$ cat src/rtl/mrrs_pkg.sv
// Shared codes, widths and types for the motion record/replay sequencer.
// No dependencies; used by the top level and mrrs_steer (not by mrrs_frame_mem).
`default_nettype none

package mrrs_pkg;

    // Default frame store depth, in frames.
    localparam int FRAME_DEPTH_DEF = 512;

    // One stored frame: direction in [9:8], arm position in [7:0].
    localparam int ENTRY_W = 10;
    localparam int POS_W   = 8;
    localparam int DIR_W   = 2;

    // Configuration register widths and reset values.
    localparam int CFG_W    = 12;
    localparam int CFG_IDX_W = 2;
    localparam int DIST_W   = 12;
    localparam int THR_W    = 7;
    localparam int IVL_W    = 10;
    localparam int TIME_W   = 32;

    localparam logic [DIST_W-1:0] DANGER_RST   = 12'd200;
    localparam logic [THR_W-1:0]  THRESH_RST   = 7'd60;
    localparam logic [IVL_W-1:0]  INTERVAL_RST = 10'd30;

    // Configuration register indexes.
    localparam logic [CFG_IDX_W-1:0] CFG_DANGER   = 2'd0;
    localparam logic [CFG_IDX_W-1:0] CFG_THRESH   = 2'd1;
    localparam logic [CFG_IDX_W-1:0] CFG_INTERVAL = 2'd2;

    // Turn command / direction codes.
    localparam logic [DIR_W-1:0] DIR_STOP  = 2'd0;
    localparam logic [DIR_W-1:0] DIR_RIGHT = 2'd1;
    localparam logic [DIR_W-1:0] DIR_LEFT  = 2'd2;
    localparam logic [DIR_W-1:0] CMD_NONE  = 2'd3;

    // Locked side codes.
    localparam logic [1:0] SIDE_NONE  = 2'd0;
    localparam logic [1:0] SIDE_RIGHT = 2'd1;
    localparam logic [1:0] SIDE_LEFT  = 2'd2;

    typedef enum logic [1:0] {
        MODE_NORMAL = 2'd0,
        MODE_RECORD = 2'd1,
        MODE_REPLAY = 2'd2
    } t_mode;

    // Result of one steering decision.
    typedef struct packed {
        logic [DIR_W-1:0] dir;
        logic [1:0]       side;
    } t_steer;

endpackage

`default_nettype wire

$ cat src/rtl/mrrs_steer.sv
// Stick steering with obstacle side lock (combinational).
// Depends on mrrs_pkg.
`default_nettype none

module mrrs_steer (
    input  wire logic                       i_connected_unused_n,
    input  wire logic [mrrs_pkg::DIST_W-1:0] i_distance_mm,
    input  wire logic                       i_fan_active,
    input  wire logic signed [7:0]          i_stick_x,
    input  wire logic [mrrs_pkg::DIST_W-1:0] i_danger,
    input  wire logic [mrrs_pkg::THR_W-1:0]  i_thresh,
    input  wire logic [1:0]                 i_side,
    input  wire logic [mrrs_pkg::DIR_W-1:0]  i_last_dir,
    output mrrs_pkg::t_steer                o_res
);

    logic [1:0]        w_side;
    logic signed [8:0] w_sx9;
    logic signed [8:0] w_pthr;
    logic signed [8:0] w_nthr;

    always_comb begin
        // Side lock: cleared when clear, else latched from the last turn if none is held.
        w_side = i_side;
        if (i_distance_mm >= i_danger) begin
            w_side = mrrs_pkg::SIDE_NONE;
        end else if (i_side == mrrs_pkg::SIDE_NONE) begin
            if (i_last_dir == mrrs_pkg::DIR_RIGHT) begin
                w_side = mrrs_pkg::SIDE_RIGHT;
            end else if (i_last_dir == mrrs_pkg::DIR_LEFT) begin
                w_side = mrrs_pkg::SIDE_LEFT;
            end
        end

        w_sx9  = {i_stick_x[7], i_stick_x};
        w_pthr = $signed({2'b00, i_thresh});
        w_nthr = -w_pthr;

        o_res.side = w_side;
        if (i_fan_active || !i_connected_unused_n) begin
            o_res.dir = mrrs_pkg::DIR_STOP;
        end else if (w_sx9 > w_pthr) begin
            o_res.dir = (w_side != mrrs_pkg::SIDE_RIGHT) ? mrrs_pkg::DIR_RIGHT
                                                          : mrrs_pkg::DIR_STOP;
        end else if (w_sx9 < w_nthr) begin
            o_res.dir = (w_side != mrrs_pkg::SIDE_LEFT) ? mrrs_pkg::DIR_LEFT
                                                         : mrrs_pkg::DIR_STOP;
        end else begin
            o_res.dir = mrrs_pkg::DIR_STOP;
        end
    end

endmodule

`default_nettype wire

$ cat config.mk
export PLATFORM = sky130hd
export DESIGN_NAME = mrrs_steer
export DESIGN_NICKNAME = d
export VERILOG_FILES = /design/src/rtl/mrrs_pkg.sv /design/src/rtl/mrrs_steer.sv
export SDC_FILE = /design/constraint.sdc
export NUM_CORES = 1
export LEC_CHECK = 0
export CORE_MARGIN = 4
export CORE_UTILIZATION = 55
export DETAILED_ROUTE_END_ITERATION = 6
export DONT_BUFFER_PORTS = 1
export GPL_ROUTABILITY_DRIVEN = 0
export GPL_TIMING_DRIVEN = 0
export PLACE_DENSITY_LB_ADDON = 0.2
export SETUP_SLACK_MARGIN = 0.1
export SLEW_MARGIN = 20
export SYNTH_ARGS = -nofsm -noshare
export SYNTH_HDL_FRONTEND = slang
export SYNTH_SLANG_ARGS = --single-unit
$ cat constraint.sdc
create_clock -name vclk -period 2
set_input_delay 0.1 -clock vclk [all_inputs]
set_output_delay 0.1 -clock vclk [all_outputs]
set_load 0.1 [all_outputs]
After elaboration in Yosys (flattened, before gate mapping). Index checks and enable logic that the tools add are counted.

Register bits: 0. Bits of input ports: 45. Word-level logic and storage cells: 20.

$add $sub $neg: 1. Order comparisons: 3. Eq/ne operators: 4. Multiplexer cells: 9. Reductions and logical operators: 3.

Operator list (number): $mux 2 (8); $ge 12x12->1 (1); $lt 8x9->1 (1); $neg 7->9 (1); $gt 8x8->1 (1); $eq 2x1->1 const B (1); $eq 2x2->1 const B (1); $logic_not 2->1 (1); $ne 2x1->1 const B (1); $ne 2x2->1 const B (1); $logic_not 1->1 (1); $logic_or 1x1->1 (1); $mux 1 (1).

Longest topological paths before layout.
Word-level depth: 10. Mapped depth: 11. Mapped depth without buffers: 11.

Worst setup path after synthesis. Ideal clock, no wire load.

Path kind: input to output. Start point: input i_thresh[1] (netlist bit). End point: output o_res[3] (netlist bit). Data arrival time: 2662 ps. Data required time: 1900 ps. Setup slack: -762 ps. Cell stages on the path: 11. Path buffers: 0. Path through: inv_1 -> ha_1 -> and3_1 -> nand3_1 -> xnor2_1 -> ha_1 -> a21o_1 -> a2111oi_0 -> a21oi_1 -> nor3b_1 -> o311a_1.

RTL lines: from (decl) (RTL line mrrs_steer.sv:11) `input wire logic [mrrs_pkg::THR_W-1:0] i_thresh,`; to (decl) (RTL line mrrs_steer.sv:14) `output mrrs_pkg::t_steer o_res`.

==> results.sh <==
export IMPL_drtIter0Drc=6
export IMPL_cpMaxStageDelayCell="o311a_4"
export IMPL_yosys_area_top_type_share=0.4160
export IMPL_io_buffers=0
export IMPL_ant_nets=0
export IMPL_rsz0062_at_grt="yes"
export IMPL_drc_errors=0
export IMPL_rows=13
export IMPL_crit_path_cell_trace="inv_12 > ha_4 > and3_4 > nand3_2 > xnor2_1 > ha_1 > a21o_1 > a2111oi_2 > a21oi_1 > nor3b_2 > o311a_4"
export IMPL_p_leak_uw=0.0005269
export IMPL_place_ws_ns=-0.3561
export IMPL_antenna_cells=0
export IMPL_start_kind="input port"
export IMPL_max_freq_mhz=443.1
export IMPL_io_pins=49
export IMPL_syn_inst=112
export IMPL_tightest_slew_ns=0.7219
export IMPL_area_growth_pct=21.55
export IMPL_antenna_found_initial=0
export IMPL_cts_hold_buf=0
export IMPL_core_area_um2=1366
export IMPL_ys_top_cells_by_area="ha_1 (42%), inv_1 (12%), a21o_1 (5.3%), a21oi_1 (3.6%), xnor2_1 (3.1%)"
export IMPL_ir_worst_vdd_mv=0.1498
export IMPL_yosys_cell_types_count=32
export IMPL_drive_gt1_frac=0.1786
export IMPL_grt_pass1_wl_um=2925
export IMPL_drv_slew=0
export IMPL_nNetsFinal=187
export IMPL_grt_use_total=0.1736
export IMPL_min_period_over_period=1.128
export IMPL_regArea_um2=0
export IMPL_vias=791
export IMPL_fp_dieW_um=47.13
export IMPL_avgSynthCellArea_um2=7.518
export IMPL_crit_path_end_kind="output port"
export IMPL_relSlewSlack=0.5177
export IMPL_final_core_util=0.7491
export IMPL_seq_cells=0
export IMPL_syn_area_um2=842.1
export IMPL_powerDensity_nw_per_um2=232.5
export IMPL_grt_max_degree=7
export IMPL_grt_pass1_vias=822
export IMPL_worstPathArrival_ns=2.16
export IMPL_synth_nets=185
export IMPL_cts_setup_buffers=0
export IMPL_final_cell_mix="ha_1 (25), inv_1 (24), a21o_1 (6), nor2_1 (5), a21oi_1 (5)"
export IMPL_vias_per_cell=6.228
export IMPL_post_route_min_period_ns=2.257
export IMPL_dp_hpwl_um=1738
export IMPL_wl_um=1952
export IMPL_critical_path_max_fanout=3
export IMPL_setup_viol_count_final=1
export IMPL_clkbuf_count=0
export IMPL_detail_route_first_pass_iterations=2
export IMPL_synth_seq_area_share=0
export IMPL_die_y_um=47.13
export IMPL_slowest_delay_ns=0.42
export IMPL_status="finished, violations left"
export IMPL_crit_required_ns=1.90
export IMPL_fp_dieArea_um2=2221
export IMPL_avgRoutedWirePerCell_um=15.37
export IMPL_synth_top_area_cell="ha_1"
export IMPL_path_class="input port to output port"
export IMPL_hold_class="input port to output port"
export IMPL_ys_warn_count=0
export IMPL_drv_cap=0
export IMPL_final_common_cell="ha_1"
export IMPL_worst_slack_ns=-0.2567
export IMPL_finalHoldViolCount=0
export IMPL_violations="setup timing"
export IMPL_fillers=99
export IMPL_start_util=0.6163
export IMPL_overflow=0
-- worst max-delay path, delay by kind of cell --
family | cells | cell delay (ns)
adder cells (fa/ha/maj) | 2 | 0.43
XOR/XNOR | 1 | 0.14
AO/OA/AOI/OAI | 4 | 0.97
buffers and inverters | 1 | 0.03
AND/OR/NAND/NOR | 3 | 0.49
-- cells by family after synthesis --
family                   share of synthesized area
AO/OA/AOI/OAI                               0.2734
adder cells (fa/ha/maj)                     0.4161
buffers and inverters                       0.1159
AND/OR/NAND/NOR                             0.1531
XOR/XNOR                                   0.04161
-- cells in the mapped netlist (2+ instances only) --
cell type / count
ha_1: 28
inv_1: 26
a21o_1: 6
a21oi_1: 6
nor2_1: 6
nand2_1: 4
nand4_1: 3
nor2b_1: 3
xnor2_1: 3
a211oi_1: 2
o21a_1: 2
o21ai_0: 2
o311a_1: 2
-- timing repair --
| item | 4_1_cts | 5_1_grt |
|---|---|---|
| pin swaps | 5 | 6 |
| cloned | 0 | 0 |
| hold endpoints to repair | 0 | 0 |
| gates resized for setup | 6 | 4 |
| endpoints found under the setup margin | 3 | 3 |
-- per-layer routing --
metal | global-route usage | routed length [um]
met1 | 0.1820 | 745
met2 | 0.3686 | 1031
met3 | 0.01533 | 137
met5 | 0 | 0
met4 | 0.02210 | 38
-- path summary, 6_finish.rpt --
kind / slack, ns / depth (start not counted) / startpoint / endpoint
worst min-delay path: 0.46 / 2 / i_stick_x[7] / o_res[2]
worst max-delay path: -0.26 / 11 / i_thresh[1] / o_res[3]
-- final cells by class --
cell class,instances,area (um^2),area share
Tap cell,15,18.77,0.01834
Inverter,26,115.1,0.1125
Multi-Input combinational cell,86,889.6,0.8692
-- stage by stage --
step | setup TNS, ns | cell area [um^2] | hold WS (ns) | std cells | power (uW)
final | -0.2567 | 1023 | 0.4628 | 127 | 238.0
after global routing | -0.3937 | 1023 | 0.4645 | 127 | 264.1
after CTS | -0.2784 | 991.0 | 0.4676 | 127 | 226.1
after detailed placement | -0.3561 | 938.4 | 0.5208 | 127 | 212.3
after global placement | -0.2687 | 938.4 | 0.5033 | 127 | 204.7
after floorplan | -0.1707 | 919.6 | 0.4938 | 112 | 184.3
-- report_power, final --
group          internal, uW  total [uW]  switching (uW)
sequential                0           0               0
combinational          93.4         238             145
clock                     0           0               0
total                  93.4         238             145
No activity file was read; power rests on OpenSTA's default activity.
